`config.mk`:
```
export PLATFORM = sky130hd
export DESIGN_NAME = double_ended_queue_core
export DESIGN_NICKNAME = d
export VERILOG_FILES = /design/src/sv/dq_pkg.sv /design/src/sv/dq_ctrl.sv /design/src/sv/dq_datapath.sv /design/src/sv/double_ended_queue_core.sv
export SDC_FILE = /design/constraint.sdc
export NUM_CORES = 1
export LEC_CHECK = 0
export BUFFER_PORTS_ARGS = -buffer_cell sky130_fd_sc_hd__buf_2
export CORE_MARGIN = 2
export CORE_UTILIZATION = 30
export DETAILED_ROUTE_END_ITERATION = 8
export SLEW_MARGIN = 20
export SYNTH_ARGS = -nofsm -noshare
export SYNTH_HDL_FRONTEND = slang
export SYNTH_SLANG_ARGS = --single-unit
```
`constraint.sdc`:
```
create_clock -name clock -period 8.03 [get_ports clock]
set_input_delay 0.4015 -clock clock [delete_from_list [all_inputs] [get_ports clock]]
set_output_delay 0.4015 -clock clock [all_outputs]
set_load 0.05 [all_outputs]
```
`src/sv/dq_pkg.sv`:
```
package dq_pkg;

   localparam int DEPTH_DEFAULT = 16;
   localparam int WORD_W        = 32;
   localparam int OCC_W         = 5;

   typedef logic [1:0] cmd_type;
   localparam cmd_type CMD_PUSH_FRONT = 2'd0;
   localparam cmd_type CMD_PUSH_BACK  = 2'd1;
   localparam cmd_type CMD_POP_FRONT  = 2'd2;
   localparam cmd_type CMD_POP_BACK   = 2'd3;

   typedef logic [1:0] status_type;
   localparam status_type ST_OK    = 2'd0;
   localparam status_type ST_EMPTY = 2'd1;
   localparam status_type ST_FULL  = 2'd2;

   typedef struct packed {
      cmd_type                   cmd;
      logic signed [WORD_W-1:0]  data_in;
   } req_type;

   typedef struct packed {
      logic signed [WORD_W-1:0]  data_out;
      status_type                status;
      logic                      is_empty;
      logic [OCC_W-1:0]          occupancy;
   } rsp_type;

   // controller to datapath
   typedef struct packed {
      logic execute;      // run the command on the request word
      logic load_direct;  // load result register from the request cycle
      logic load_read;    // load result register with popped memory data
   } ctl_cmd_type;

   // datapath to controller
   typedef struct packed {
      logic read_needed;  // request is a pop that will succeed
   } dp_stat_type;

endpackage

```
`src/sv/dq_ctrl.sv`:
```
module dq_ctrl (
   input  logic                 clock,
   input  logic                 reset,
   input  logic                 req_valid,
   output logic                 req_ready,
   output logic                 rsp_valid,
   input  logic                 rsp_ready,
   input  dq_pkg::dp_stat_type  dp_stat,
   output dq_pkg::ctl_cmd_type  ctl_cmd
);
   import dq_pkg::*;

   typedef enum logic [1:0] {
      S_IDLE = 2'b01,
      S_READ = 2'b10
   } state_type;

   state_type state_ff, state_in;
   logic      rsp_valid_ff, rsp_valid_in;
   logic      slot_free;
   logic      accept;

   // result register is free now or is being emptied this cycle
   assign slot_free = !rsp_valid_ff || rsp_ready;
   assign req_ready = (state_ff == S_IDLE) && slot_free;
   assign accept    = req_valid && req_ready;
   assign rsp_valid = rsp_valid_ff;

   assign ctl_cmd.execute     = accept;
   assign ctl_cmd.load_direct = accept && !dp_stat.read_needed;
   assign ctl_cmd.load_read   = (state_ff == S_READ);

   always_comb begin
      state_in = state_ff;
      unique case (state_ff)
         S_IDLE: begin
            if (accept && dp_stat.read_needed) state_in = S_READ;
         end
         S_READ: begin
            state_in = S_IDLE;
         end
         default: begin
            state_in = S_IDLE;
         end
      endcase
   end

   always_comb begin
      rsp_valid_in = rsp_valid_ff;
      if (ctl_cmd.load_direct || ctl_cmd.load_read) rsp_valid_in = 1'b1;
      else if (rsp_ready)                           rsp_valid_in = 1'b0;
   end

   always_ff @(posedge clock) begin
      if (reset) begin
         state_ff     <= S_IDLE;
         rsp_valid_ff <= 1'b0;
      end else begin
         state_ff     <= state_in;
         rsp_valid_ff <= rsp_valid_in;
      end
   end

   // result slot is empty while a pop waits on its memory read
   a_read_slot_free: assert property (@(posedge clock) disable iff (reset)
      (state_ff == S_READ) |-> !rsp_valid_ff)
      else $error("result register busy during pop read");

   // a successful pop always goes to the read state
   a_pop_to_read: assert property (@(posedge clock) disable iff (reset)
      (accept && dp_stat.read_needed) |=> (state_ff == S_READ))
      else $error("pop did not enter read state");

   // read state returns to idle and delivers a word
   a_read_one_cycle: assert property (@(posedge clock) disable iff (reset)
      (state_ff == S_READ) |=> (state_ff == S_IDLE) && rsp_valid_ff)
      else $error("read state did not complete");

endmodule

```
`src/sv/dq_datapath.sv`:
```
module dq_datapath #(
   parameter int DEPTH = dq_pkg::DEPTH_DEFAULT
) (
   input  logic                 clock,
   input  logic                 reset,
   input  dq_pkg::req_type      req_data,
   output dq_pkg::rsp_type      rsp_data,
   input  dq_pkg::ctl_cmd_type  ctl_cmd,
   output dq_pkg::dp_stat_type  dp_stat
);
   import dq_pkg::*;

   localparam int PTR_W = (DEPTH > 1) ? $clog2(DEPTH) : 1;
   localparam int CNT_W = $clog2(DEPTH + 1);
   localparam logic [PTR_W-1:0] PTR_LAST = PTR_W'(DEPTH - 1);
   localparam logic [CNT_W-1:0] CNT_FULL = CNT_W'(DEPTH);

   logic signed [WORD_W-1:0] mem [DEPTH];

   logic [PTR_W-1:0] head_ff, head_in;
   logic [PTR_W-1:0] tail_ff, tail_in;
   logic [CNT_W-1:0] count_ff, count_in;
   logic signed [WORD_W-1:0] rd_data_ff;
   rsp_type          rsp_ff, rsp_in;

   logic             wr_en;
   logic [PTR_W-1:0] wr_addr;
   logic             rd_en;
   logic [PTR_W-1:0] rd_addr;
   status_type       status_now;
   logic             is_push;
   logic             q_empty;
   logic             q_full;
   logic [PTR_W-1:0] head_up, head_down, tail_up, tail_down;

   // occupancy field view of a count (masked or zero-extended)
   function automatic logic [OCC_W-1:0] occ_of(input logic [CNT_W-1:0] cnt);
      logic [CNT_W+OCC_W-1:0] wide;
      wide   = {{OCC_W{1'b0}}, cnt};
      occ_of = wide[OCC_W-1:0];
   endfunction

   assign head_up   = (head_ff == PTR_LAST) ? '0 : head_ff + 1'b1;
   assign head_down = (head_ff == '0) ? PTR_LAST : head_ff - 1'b1;
   assign tail_up   = (tail_ff == PTR_LAST) ? '0 : tail_ff + 1'b1;
   assign tail_down = (tail_ff == '0) ? PTR_LAST : tail_ff - 1'b1;

   assign is_push = (req_data.cmd == CMD_PUSH_FRONT) || (req_data.cmd == CMD_PUSH_BACK);
   assign q_empty = (count_ff == '0);
   assign q_full  = (count_ff == CNT_FULL);

   assign dp_stat.read_needed = !is_push && !q_empty;

   always_comb begin
      head_in    = head_ff;
      tail_in    = tail_ff;
      count_in   = count_ff;
      wr_en      = 1'b0;
      wr_addr    = tail_ff;
      rd_en      = 1'b0;
      rd_addr    = head_ff;
      status_now = ST_OK;
      if (ctl_cmd.execute) begin
         unique case (req_data.cmd)
            CMD_PUSH_FRONT: begin
               if (q_full) status_now = ST_FULL;
               else begin
                  head_in  = head_down;
                  wr_en    = 1'b1;
                  wr_addr  = head_down;
                  count_in = count_ff + 1'b1;
               end
            end
            CMD_PUSH_BACK: begin
               if (q_full) status_now = ST_FULL;
               else begin
                  wr_en    = 1'b1;
                  wr_addr  = tail_ff;
                  tail_in  = tail_up;
                  count_in = count_ff + 1'b1;
               end
            end
            CMD_POP_FRONT: begin
               if (q_empty) status_now = ST_EMPTY;
               else begin
                  rd_en    = 1'b1;
                  rd_addr  = head_ff;
                  head_in  = head_up;
                  count_in = count_ff - 1'b1;
               end
            end
            CMD_POP_BACK: begin
               if (q_empty) status_now = ST_EMPTY;
               else begin
                  rd_en    = 1'b1;
                  tail_in  = tail_down;
                  rd_addr  = tail_down;
                  count_in = count_ff - 1'b1;
               end
            end
            default: begin
               status_now = ST_OK;
            end
         endcase
      end
   end

   always_comb begin
      rsp_in = rsp_ff;
      if (ctl_cmd.load_direct) begin
         rsp_in.data_out  = '0;
         rsp_in.status    = status_now;
         rsp_in.is_empty  = (count_in == '0);
         rsp_in.occupancy = occ_of(count_in);
      end else if (ctl_cmd.load_read) begin
         rsp_in.data_out  = rd_data_ff;
         rsp_in.status    = ST_OK;
         rsp_in.is_empty  = (count_ff == '0);
         rsp_in.occupancy = occ_of(count_ff);
      end
   end

   always_ff @(posedge clock) begin
      if (wr_en) mem[wr_addr] <= req_data.data_in;
      if (rd_en) rd_data_ff <= mem[rd_addr];
   end

   always_ff @(posedge clock) begin
      if (reset) begin
         head_ff  <= '0;
         tail_ff  <= '0;
         count_ff <= '0;
      end else begin
         head_ff  <= head_in;
         tail_ff  <= tail_in;
         count_ff <= count_in;
      end
      rsp_ff <= rsp_in;
   end

   assign rsp_data = rsp_ff;

   // held entries never exceed the buffer size
   a_count_bound: assert property (@(posedge clock) disable iff (reset)
      count_ff <= CNT_FULL)
      else $error("entry count above depth");

   // a refused push leaves the pointers and count alone
   a_full_holds: assert property (@(posedge clock) disable iff (reset)
      (ctl_cmd.execute && is_push && q_full) |=>
         $stable(head_ff) && $stable(tail_ff) && $stable(count_ff))
      else $error("refused push changed state");

   // with the queue empty or full the two pointers meet
   a_ptr_meet: assert property (@(posedge clock) disable iff (reset)
      (q_empty || q_full) |-> (head_ff == tail_ff))
      else $error("pointers disagree with count");

endmodule

```
`src/sv/double_ended_queue_core.sv`:
```
// bounded double-ended queue of signed 32-bit words in a circular buffer
//
// input channel req_*: one command word per handshake, req_data.cmd selects
// push front, push back, pop front or pop back; req_data.data_in is the word
// to push and is ignored for pops
// result channel rsp_*: exactly one result word per command, in order: the
// popped word (zero otherwise), a status (ok, empty, full), the empty flag
// and the occupancy after the command
// a push to a full queue returns full and changes nothing; a pop from an
// empty queue returns empty and changes nothing
// push and failed pop results load the result register from the accepted
// command; a successful pop first latches its word in the buffer read port
// throughput: one command per cycle for pushes and failed pops while each
// result is taken; a successful pop holds off new commands while it reads
// a new command is taken while a result waits, as long as that result is
// taken in the same cycle; a stalled receiver holds the result and blocks
// further commands
// reset empties the queue at once; no clearing pass over the buffer
module double_ended_queue_core #(
   parameter int DEPTH = dq_pkg::DEPTH_DEFAULT
) (
   input  logic             clock,
   input  logic             reset,
   input  logic             req_valid,
   output logic             req_ready,
   input  dq_pkg::req_type  req_data,
   output logic             rsp_valid,
   input  logic             rsp_ready,
   output dq_pkg::rsp_type  rsp_data
);
   import dq_pkg::*;

   // handshake sequencing lives in the controller, buffer and pointers in
   // the datapath
   ctl_cmd_type ctl_cmd;
   dp_stat_type dp_stat;

   dq_ctrl u_ctrl (
      .clock     (clock),
      .reset     (reset),
      .req_valid (req_valid),
      .req_ready (req_ready),
      .rsp_valid (rsp_valid),
      .rsp_ready (rsp_ready),
      .dp_stat   (dp_stat),
      .ctl_cmd   (ctl_cmd)
   );

   dq_datapath #(
      .DEPTH (DEPTH)
   ) u_datapath (
      .clock    (clock),
      .reset    (reset),
      .req_data (req_data),
      .rsp_data (rsp_data),
      .ctl_cmd  (ctl_cmd),
      .dp_stat  (dp_stat)
   );

endmodule

```
After elaboration in Yosys (flattened, before gate mapping). Memories as Yosys holds them, arrays and structs flattened. A register that Yosys moved wholly into a read port is not among the register bits. Cells that the tools add are included.

Bits in read-only memories: 0. Logic and storage cells: 91. Register bits after elaboration: 56. Memories: 1. Bits in writable memories: 512. Output and inout port bits: 42. Latch bits: 0.

Shift operators: 0. Mux-type cells: 36. $add $sub $neg: 6. Bitwise gates (word level): 1. Reductions and logical operators: 26. Equal/unequal tests: 12. $lt $le $gt $ge: 0. Multipliers: 0. Divide/modulo/power cells: 0.

Memories: u_datapath.mem (depth 16, bits a word 32, read ports 1, clocked after Yosys merged registers in 1, write ports 1, line dq_datapath.sv:18) `logic signed [WORD_W-1:0] mem [DEPTH];`.

Operators by type and width (count): 2-to-1 mux 4 bit (14); 2-to-1 mux 8 bit (2); one-hot mux 4 bit (2 select lines) (2); 2-to-1 mux 5 bit (3); 2-to-1 mux 1 bit (11); logical NOT 5 bit (2); one-hot mux 5 bit (2 select lines) (1); adder 4 x 1 -> 4 bit, second input constant (2); equality test 4 bit, second input constant (2); logical NOT 4 bit (2); != test 2 bit, second input constant (4); AND reduction 4 bit (2); nonzero test 2 bit (4); subtractor 4 x 1 -> 4 bit, second input constant (2); equality test 2 bit, second input constant (3); OR reduction 2 bit (3); adder 5 x 1 -> 5 bit, second input constant (1); equality test 5 bit, second input constant (1); logical AND 1 bit (5); subtractor 5 x 1 -> 5 bit, second input constant (1); equality test 2 x 1 -> 1 bit, second input constant (2); logical NOT 1 bit (4); 2-to-1 mux 2 bit (2); one-hot mux 2 bit (2 select lines) (1); other kinds (3) (5).

Longest topological paths before layout. Gate-level depths: netlist (run 1).

Depth after elaboration: 8. Mapped depth: 15. Gate-level depth less buffers: 9.

Cells and area by module. A second synthesis (run 1) with hierarchy kept.

Cells, all modules: 1817. Area, all modules: 25408.1 um^2.

By module, submodules not included: dq_datapath (times used 1, cells an instance 1801, area an instance 25235.5 um^2, seq. area each 17476.8 um^2); dq_ctrl (times used 1, cells an instance 16, area an instance 172.7 um^2, seq. area each 60.1 um^2).

Worst setup path before layout (run 1). OpenSTA, ideal clock, no wires.

Path kind: flip-flop to flip-flop. From: register u_datapath.count_ff[0]. To: memory u_datapath.mem[1][0], enable pin. Data arrival time: 4637 ps. Slack: 2931 ps. Stages on the path, launching flop included: 12. Library setup time: 461 ps. Required time: 7569 ps. Cells stage by stage: dfxtp_1 clkbuf_1 inv_1 ha_1 nor3b_1 and2_1 or3_1 clkbuf_1 nor2_1 mux2i_1 nand2_1 nor3_1.

Cells in the longest elaborated chain, start to end: 6. Elaborated cells between the ends (all ways): 9. Those cells by class: eq/ne: 1; mux: 8.

Ends and longest elaborated chain: from (decl) (line dq_datapath.sv:22) `logic [CNT_W-1:0] count_ff, count_in;`; from (signal assigned) (line dq_datapath.sv:136) `count_ff <= count_in;`; equality test 5 bit * (line dq_datapath.sv:50) `assign q_full = (count_ff == CNT_FULL);`; 2-to-1 mux 1 bit (line dq_datapath.sv:66, dq_datapath.sv:75); 2-to-1 mux 1 bit; 2-to-1 mux 1 bit (line dq_datapath.sv:63) `if (ctl_cmd.execute) begin`; 2-to-1 mux 1 bit (line dq_datapath.sv:124) `if (wr_en) mem[wr_addr] <= req_data.data_in;`; 2-to-1 mux 1 bit (implied by the code) (line dq_datapath.sv:124); to (decl) (line dq_datapath.sv:18).

Every way passes the cells marked *; elsewhere a longest branch is shown, timed or not.

Final worst setup path (run 1).
From: register u_datapath.count_ff[0]. To: register u_datapath.rd_data_ff[14], read port of u_datapath.mem, data pin.

Cells in the longest elaborated chain, start to end: 4. Elaborated cells between the ends (all ways): 7. Those cells by class: mux: 6; reduce/logical: 1.

Ends and longest elaborated chain: logical NOT 5 bit * (line dq_datapath.sv:49) `assign q_empty = (count_ff == '0);`; 2-to-1 mux 4 bit or 2-to-1 mux 1 bit (tied branches) (line dq_datapath.sv:93, dq_datapath.sv:84); 2-to-1 mux 4 bit or 2-to-1 mux 1 bit (tied branches); 2-to-1 mux 4 bit or 2-to-1 mux 1 bit (tied branches) (line dq_datapath.sv:63); to (decl) (line dq_datapath.sv:23) `logic signed [WORD_W-1:0] rd_data_ff;`.

Marks and branches as above. A chain may end at the register's enable or synchronous reset.

==> impl_metrics.tcl, run 1 <==
set metrics [dict create \
    drt-initial-drc-count 1977 \
    grt.busiest_layer "met2" \
    drive_gt1_frac 0.1369 \
    leakage_nw 10.01 \
    place_ws_ps 2894 \
    globalRouteMet3Util 0.03337 \
    holdCritPathClass "input port to register" \
    synth-seq-cells 600 \
    yosysMostFrequentCell "edfxtp_1" \
    ctsHoldBuffers 0 \
    drc 0 \
    start_util 0.3017 \
    vdd_drop_max_mv 0.1905 \
    cts.path.max_buffers 3 \
    avgViaCountPerCell 5.403 \
    synth_top_cells_by_area "edfxtp_1 (64%), mux2i_1 (5.1%), nand2_1 (3.9%), dfxtp_1 (3.7%), a21oi_1 (3.4%)" \
    synth_edf_count 552 \
    globalRouteOverflowTotal 0 \
    portBuffers 79 \
    track_usage 0.1635 \
    cts_root_buf "clkbuf_16" \
    cts_tree "done" \
    p_per_area_mw_per_mm2 249.0 \
    cp.arrival_ps 5520 \
    nets 2171 \
    grt_max_degree 80 \
    syn_area_per_cell_sq_um 12.46 \
    seq_area_frac_synth 0.6721 \
    synth_top_area_frac 0.6353 \
    slew_violations 0 \
    clk_pin_slew_ps 60 \
    finalPower_mw 7.431 \
    drt_first_pass_iters 5 \
    hpwl_mm 43.00 \
    use_met2 0.2561 \
    cts.sinks 600 \
    cp.required_ps 8370 \
    cts_buffers 59 \
    grt_antenna_before_repair 11 \
    grt_pass1_vias 17500 \
    totalWireLength_mm 75.43 \
    status "completed" \
    fin_tns_setup_ps 0 \
    ios 80 \
    ys.flop_type "edfxtp_1" \
    num_vias 18014 \
    fillCellCount 8372 \
    placed_cell_area_sq_mm 0.02786 \
    syn_to_final_growth_pct 14.41 \
    gp_congestion 0.8316 \
    cp-end-kind "register" \
    grt_setup_unrepaired "no" \
    core_area_sq_mm 0.08648 \
    crit_fanout 79 \
    utilization 0.3452 \
    fp.dieW_um 298.9 \
    max-slew-margin-rel 0.2336 \
    ff_latch_area_sq_mm 0.01754 \
    clk_latency_ps 620 \
    fmax_mhz 193.1 \
    grt_pass1_wl_mm 111.2 \
    maxCapViolCount 0 \
    syn_inst 2094 \
    htree_levels 2 \
    crit_path_start_kind "register" \
    fin_crit_ps 5180 \
    crit_type "register to register" \
    synth_cell_type_count 65 \
    finClkSkew_ps 19.60 \
    fin_crit_sh 0.6450 \
    rows 108 \
    synth_area_sq_mm 0.02609 \
    wl_per_cell_um 22.62 \
    hold_violations 0 \
    dieHeight_um 298.9 \
    multi_input_area_sq_mm 0.007995 \
    synth.largest_area_cell "edfxtp_1" \
    post_cts_buffers 0 \
    syn_nets 2138 \
    synthArstFlopShare 0 \
    tightest_slew_ps 1144 \
    yosys_warnings 0 \
    cts_resized 0 \
    ant_nets 0 \
    fin_area_sq_mm 0.02985 \
    yosys-top-cells-count "edfxtp_1 (552), nand2_1 (270), a21oi_1 (175)" \
    grtUsageMet1 0.2224 \
    setup_violations 0 \
    fin_ws_ps 2850 \
    die_area_sq_mm 0.08935 \
]
==> layout make-up <==
type	instances	area share
repair buffers	132	0.02725
inverters	24	0.003018
flip-flops and latches	600	0.5876
multi-input cells	1310	0.2678
well taps	1155	0.04841
diodes	2	0.0001677
clock inverters	35	0.01052
clock buffers	76	0.05516
==> routing by layer <==
metal  part of all wire  vias up
met5             0.0015        -
met4              0.036       16
met3              0.086      183
met2               0.45      816
met1               0.42     8917
li1                   -     8082
==> cell usage in the layout, fill, tap and decap left out, drive strengths merged, types with 27 or more instances in the layout <==
cell,Yosys,layout
a21oi,176,176
nor2,102,102
dfxtp,48,48
mux2i,134,134
nand3,44,44
or4,31,31
mux2,27,27
o21ai,147,147
o211ai,31,31
edfxtp,552,552
o22ai,64,64
nand2,271,271
buf,42,132
nor3,64,64
a31oi,31,31
clkbuf,118,76
==> sequential cells by signal, indices dropped and copies added, names as in the netlist <==
name,count
u_datapath.tail_ff,4
u_datapath.mem,512
u_datapath.count_ff,5
u_datapath.head_ff,4
u_ctrl.state_ff,2
u_datapath.rd_data_ff,32
u_datapath.rsp_data,40
u_ctrl.rsp_valid,1
==> final timing paths <==
check / start / end / slack, ps / cells after the start
max reg2reg: u_datapath.count_ff[0] / u_datapath.rd_data_ff[14] / 2850 / 11
min reg2reg: u_datapath.rsp_data[32] / u_datapath.rsp_data[32] / 450 / 2
max: u_datapath.count_ff[0] / u_datapath.rd_data_ff[14] / 2850 / 11
min: reset / u_datapath.count_ff[0] / 140 / 2
==> power by group <==
part | internal, mW | total [mW] | switching (mW)
sequential | 3.51 | 3.58 | 0.0620
clock | 1.60 | 2.78 | 1.17
combinational | 0.340 | 1.08 | 0.740
==> cells by family after synthesis <==
group / after synthesis / synth area share
buffers and inverters: 184 / 0.03007
DFF: 600 / 0.6721
adders and majority gates: 6 / 0.002877
muxes: 161 / 0.06306
and+or+nand+nor: 581 / 0.1005
xor gates and xnor gates: 9 / 0.003021
AOI/OAI and AO/OA: 553 / 0.1283
==> critical path, stage by stage, from the launching register on <==
cell and delay (ps):
dfxtp_1 400, inv_1 130, ha_1 260, or4b_1 610, and4_4 280, nand2_4 660
buf_4 880, a21oi_4 130, buf_4 430, mux2i_1 260, o22ai_1 120, or4_1 560
==> metrics by stage <==
step | hold WS [ps] | instances
6_report | 141.5 | 3334
5_1_grt | 139.5 | 3332
4_1_cts | 122.8 | 3331
3_5_place_dp | 445.0 | 3220
3_3_place_gp | 446.0 | 3220
2_1_floorplan | 464.6 | 2094
(Power assumes the default switching activity.)
==> run 2, diff against run 1 <==
clock period = 4.15 ns   (was 8.03 ns; I/O delays follow)
==> run 2 against run 1 <==
Net effect:
- worst setup slack got worse by 2500 ps
- routed wire length hardly changed
- sequential cell count is the same
- sequential power grew 94%
- clock power up 100%
- sequential share of layout area down 1.6 points
- die area unchanged
- utilization rose by 0.96 points
- combinational power up 100%
- critical path type unchanged
- highest routed layer unchanged
==> impl_metrics.tcl, run 2 (same netlist as run 1, synthesis figures left out) <==
set metrics [dict create \
    cp-end-kind "register" \
    ctsHoldBuffers 33 \
    grt_pass1_vias 17864 \
    start_util 0.3017 \
    path_delay_family "simple AND/OR/NAND/NOR gates" \
    cts_resized 0 \
    globalRouteMet3Util 0.02566 \
    drt-initial-drc-count 1729 \
    status "completed" \
    r2r_start "u_datapath.count_ff[0]" \
    placed_cell_area_sq_mm 0.02833 \
    crit_path_start_kind "register" \
    grt.busiest_layer "met2" \
    finClkSkew_ps 29.28 \
    cp.buffers_inverters 2 \
    drive_gt1_frac 0.1449 \
    die_area_sq_mm 0.08935 \
    cts_buffers 60 \
    cp.required_ps 4420 \
    placed_cells 3247 \
    grt_pass1_wl_mm 112.2 \
    largest_reg_flops 512 \
    portBuffers 79 \
    clk_pin_slew_ps 60 \
    fin_crit_sh 0.9103 \
    grt_setup_unrepaired "no" \
    slew_violations 0 \
    fin_cells 3392 \
    dieHeight_um 298.9 \
    cp_slowest_stage_delay_ps 520 \
    num_vias 18166 \
    holdCritPathClass "input port to register" \
    fin_area_sq_mm 0.03068 \
    worstPathCellList "inv_1 > ha_1 > nor3b_1 > and2_1 > or3_1 > nor2_1 > mux2i_1 > nand2_1 > nor3_2 > buf_4" \
    grt_antenna_before_repair 2 \
    rows 108 \
    cts.path.max_buffers 3 \
    ff2ff_setup_slack_ps 370 \
    ios 80 \
    wl_per_cell_um 22.26 \
    hold_violations 0 \
    crit_fanout 21 \
    rr_worst_depth 10 \
    crit_path_start "u_datapath.count_ff[0]" \
    cts_root_buf "clkbuf_16" \
    slowest_stage "dfxtp_1" \
    use_met2 0.2705 \
    final_common_cell "edfxtp_1" \
    post_cts_buffers 0 \
    setup_violations 0 \
    drt_first_pass_iters 5 \
    cp.arrival_ps 4050 \
    fin_tns_setup_ps 0 \
    leakage_nw 10.40 \
    hpwl_mm 44.62 \
    avgViaCountPerCell 5.356 \
    fin_crit_ps 3778 \
    grt_max_degree 100 \
    regMostFlops "u_datapath.mem" \
    nets 2231 \
    track_usage 0.1641 \
    tightest_slew_ps 960.4 \
    fp.dieW_um 298.9 \
    gp_congestion 0.8273 \
    maxCapViolCount 0 \
    grtUsageMet1 0.2192 \
    syn_to_final_growth_pct 17.60 \
    cts_tree "done" \
    ant_nets 0 \
    drc 0 \
    p_per_area_mw_per_mm2 478.4 \
    r2r_end "u_datapath.mem[7][12]" \
    crit_end "u_datapath.mem[7][12]" \
    cts.sinks 600 \
    clk_latency_ps 640 \
    fmax_mhz 264.7 \
    globalRouteOverflowTotal 0 \
    crit_type "register to register" \
    htree_levels 2 \
    totalWireLength_mm 75.50 \
    layout_common_cells "edfxtp_1 (552), nand2_1 (269), a21oi_1 (172)" \
    critical_path_depth 10 \
    max-slew-margin-rel 0.3568 \
    vdd_drop_max_mv 0.3399 \
    core_area_sq_mm 0.08648 \
    finalPower_mw 14.68 \
]
## run 2: cell types whose count changed in the layout (fill, tap and decap cells not counted), sizes merged
cell and delta:
dlygate4sd3 +33, bufinv +3, clkinv -3, clkbuf -1
diode -1, inv +3, buf +26, clkinvlp -2
## run 2: worst min-delay path by stage
stage	from	endpoint	depth (start not counted)
final	rsp_ready	u_ctrl.rsp_valid	3
after detailed placement	u_datapath.rsp_data[12]	u_datapath.rsp_data[12]	2
after global placement	u_datapath.rsp_data[17]	u_datapath.rsp_data[17]	2
after global routing	rsp_ready	u_ctrl.rsp_valid	3
after CTS	rsp_ready	u_ctrl.rsp_valid	3
after floorplan	reset	u_datapath.head_ff[0]	1
## run 2: per-stage QoR
step	utilization	setup slack, ps	hold WS [ps]
after global routing	0.3548	170.3	87.74
after CTS	0.3548	386.8	18.77
after global placement	0.3276	464.1	446.7
after detailed placement	0.3276	365.7	448.4
final	0.3548	372.4	54.46
after floorplan	-	-948.4	280.3
## run 2: cell type report
type | instances | area, sq um
timing repair buffer | 191 | 1556
tap | 1155 | 1445
multi-input combinational | 1310 | 8031
fill | 8319 | 55800
clock inverter | 36 | 406.6
antenna | 1 | 2.502
clock buffer | 75 | 1610
sequential | 600 | 17540
inverter | 24 | 90.09
## run 2: power by group
group	switching (mW)	internal (mW)	total (mW)
Combinational	1.48	0.725	2.20
Clock	2.30	3.25	5.55
Sequential	0.128	6.80	6.93
## run 2: tightest hold or removal path, stage by stage
cell      delay [ps]
buf_2             70
nand2b_1         220
a31oi_1          110
## run 2: per-layer routing
metal	up-vias	wire length (um)
met4	2	2512
met5	-	10
met3	162	5789
met1	9004	31780
li1	8184	-
met2	814	35400
==> run 3, diff against run 2 <==
PLACE_DENSITY = 0.53   (was not set)
SKIP_LAST_GASP = 1   (was not set)
SYNTH_HIERARCHICAL = 1   (was not set)
==> run 3 against run 2 <==
Net effect:
- sequential share of layout area grew 1.7 points
- largest cell class unchanged
- sequential power is 1% lower
- maximum frequency is 1.3% higher
- worst setup slack better by 49 ps
==> impl_metrics.tcl, run 3 <==
set metrics [dict create \
    totalWireLength_mm 70.40 \
    drt_first_pass_iters 5 \
    hold_violations 0 \
    yosys-mux-area-fraction 0.06678 \
    hpwl_mm 38.44 \
    drive_gt1_frac 0.1411 \
    fillCellCount 8055 \
    cts_root_buf "clkbuf_16" \
    synth_top_cells_by_area "edfxtp_1 (65%), mux2i_1 (6.5%), a21oi_1 (4.4%), a22oi_1 (3.8%), dfxtp_1 (3.8%)" \
    wl_per_cell_um 22.77 \
    grt_max_degree 132 \
    core_area_sq_mm 0.08382 \
    cts.sinks 600 \
    fp.dieW_um 295.0 \
    start_util 0.3031 \
    synth.largest_area_cell "edfxtp_1" \
    max-slew-margin-rel 0.2871 \
    slew_violations 0 \
    tightest_slew_ps 1069 \
    syn_area_per_cell_sq_um 13.98 \
    r2r_start "u_datapath/count_ff[0]" \
    portBuffers 79 \
    fin_crit_sh 0.8984 \
    synth-seq-cells 600 \
    finalPower_mw 14.43 \
    avgViaCountPerCell 5.307 \
    grt_antenna_before_repair 1 \
    cp.required_ps 4500 \
    cts_tree "done" \
    synthArstFlopShare 0 \
    synthAdderAreaFrac 0.002955 \
    yosysMostFrequentCell "edfxtp_1" \
    leakage_nw 10.12 \
    setup_violations 0 \
    synth-simple-area-share 0.05121 \
    regMostFlops "u_datapath/mem" \
    syn_inst 1817 \
    fin_tns_setup_ps 0 \
    yosys_warnings 6 \
    drc 0 \
    layout_common_cells "edfxtp_1 (552), a21oi_1 (220), mux2i_1 (165)" \
    rr_worst_depth 10 \
    crit_path_start_kind "register" \
    maxCapViolCount 0 \
    crit_path_start "u_datapath/count_ff[0]" \
    nets 1947 \
    largest_reg_flops 512 \
    finClkSkew_ps 28.92 \
    final_common_cell "edfxtp_1" \
    crit_type "register to register" \
    ff2ff_setup_slack_ps 420 \
    globalRouteOverflowTotal 0 \
    ios 80 \
    seq_area_frac_synth 0.6902 \
    syn_nets 1861 \
    cts_resized 0 \
    clk_latency_ps 610 \
    vdd_drop_max_mv 0.3135 \
    cp-end-kind "register" \
    dieHeight_um 295.0 \
    synth_compound_area_frac 0.1535 \
    synth_edf_count 552 \
    status "completed" \
    cts.path.max_buffers 3 \
    r2r_end "u_datapath/rd_data_ff[15]" \
    rows 106 \
    p_per_area_mw_per_mm2 484.4 \
    ys.flop_type "edfxtp_1" \
    cp.arrival_ps 4080 \
    fmax_mhz 268.2 \
    grt_pass1_vias 16407 \
    crit_end "u_datapath/rd_data_ff[15]" \
    crit_fanout 131 \
    grt_setup_unrepaired "no" \
    ant_nets 0 \
    grt_pass1_wl_mm 105.1 \
    synth_area_sq_mm 0.02541 \
    syn_to_final_growth_pct 17.28 \
    die_area_sq_mm 0.08704 \
    fin_crit_ps 3729 \
    synth_top_family_by_area "compound AO/OA/AOI/OAI gates" \
    holdCritPathClass "input port to register" \
    htree_levels 3 \
    drt-initial-drc-count 1284 \
    synth_xor_area_frac 0.003792 \
    track_usage 0.1608 \
    synth_top_area_frac 0.6524 \
    synth_cell_type_count 58 \
    gp_congestion 0.7698 \
    clk_pin_slew_ps 60 \
    yosys-top-cells-count "edfxtp_1 (552), a21oi_1 (222), mux2i_1 (165)" \
    num_vias 16405 \
    cts_buffers 68 \
]
-- run 3: changes by cell type in the layout (fill, tap and decap cells not counted), moves of 28 or more --
cell,before,now
nand2_1,269,26
a22oi_1,4,129
nand3_1,44,133
o21ai_0,131,55
a221oi_1,1,65
a21oi_1,172,220
nor2_1,99,53
nor3_1,46,5
o211a_1,0,32
mux2i_1,134,165
or4_1,31,0
a31oi_1,31,3
o211ai_1,31,3
-- run 3: cell type report --
| type | count | area, sq um | area share |
|---|---|---|---|
| Timing Repair Buffer | 170 | 1391 | 0.04669 |
| Tap cell | 1134 | 1419 | 0.04761 |
| Inverter | 15 | 58.81 | 0.001973 |
| Sequential cell | 600 | 17540 | 0.5887 |
| Multi-Input combinational cell | 1048 | 7274 | 0.2441 |
| Antenna cell | 1 | 2.502 | 0.00008398 |
| Clock inverter | 29 | 250.2 | 0.008398 |
| Clock buffer | 94 | 1861 | 0.06244 |
-- run 3: kinds of logic (layout without fill, tap and decap cells) --
kind of cell | after synthesis | in the layout
AOI/OAI and AO/OA | 600 | 600
xor gates and xnor gates | 11 | 11
adders and majority gates | 6 | 6
muxes | 169 | 169
buffers and inverters | 169 | 308
DFF | 600 | 600
and+or+nand+nor | 262 | 262
other | 0 | 1
-- run 3: layer usage --
layer / global-route usage / vias to the layer above / part of all wire
li1: - / 7434 / -
met1: 0.2119 / 8307 / 0.43
met2: 0.2670 / 547 / 0.49
met3: 0.02631 / 117 / 0.057
met4: 0.05955 / 0 / 0.029
met5: 0 / - / 0
-- run 3: worst min-delay path by stage --
stage	start	to	slack, ps	cells past startpoint
detailed placement	u_datapath/rd_data_ff[2]	u_datapath/rsp_data[10]	470	2
finish	rsp_ready	u_ctrl/state_ff[0]	70	3
CTS	rsp_ready	u_ctrl/state_ff[0]	30	3
global route	rsp_ready	u_ctrl/state_ff[0]	70	3
global placement	u_datapath/rd_data_ff[1]	u_datapath/rsp_data[9]	460	2
floorplan	reset	u_datapath/count_ff[0]	280	1
-- run 3: through the flow --
| stage | area, sq um | instances | util | hold WS [ps] | setup slack (ps) |
|---|---|---|---|---|---|
| finish | 29800 | 3091 | 0.3555 | 65.48 | 421.5 |
| global route | 29800 | 3091 | 0.3555 | 71.86 | 317.5 |
| CTS | 29800 | 3090 | 0.3555 | 30.24 | 569.5 |
| detailed placement | 27340 | 2932 | 0.3261 | 473.1 | 572.6 |
| global placement | 27340 | 2932 | 0.3261 | 464.9 | 632.3 |
| floorplan | 25410 | 1817 | - | 279.1 | 285.7 |
-- run 3: worst max-delay path, cell delays in order, from the launching register on --
cell	delay [ps]
dfxtp_1	350
inv_1	100
ha_1	270
or4b_4	550
nand2b_4	130
buf_12	330
nand2_1	200
o21ai_4	120
buf_4	560
a221oi_1	220
o211a_1	280
-- run 3: where the power goes --
part	internal (mW)	switching (mW)	total [mW]	leakage, nW
sequential	6.77	0.0726	6.84	5.37
combinational	0.646	1.26	1.91	3.73
clock	3.33	2.36	5.69	1.03
-- run 3: timing repair --
item / CTS / global route
hold buffers: 35 / 0
hold endpoints to repair: 510 / 0
setup buffers: 0 / 0
endpoints found under the setup margin: 0 / 0
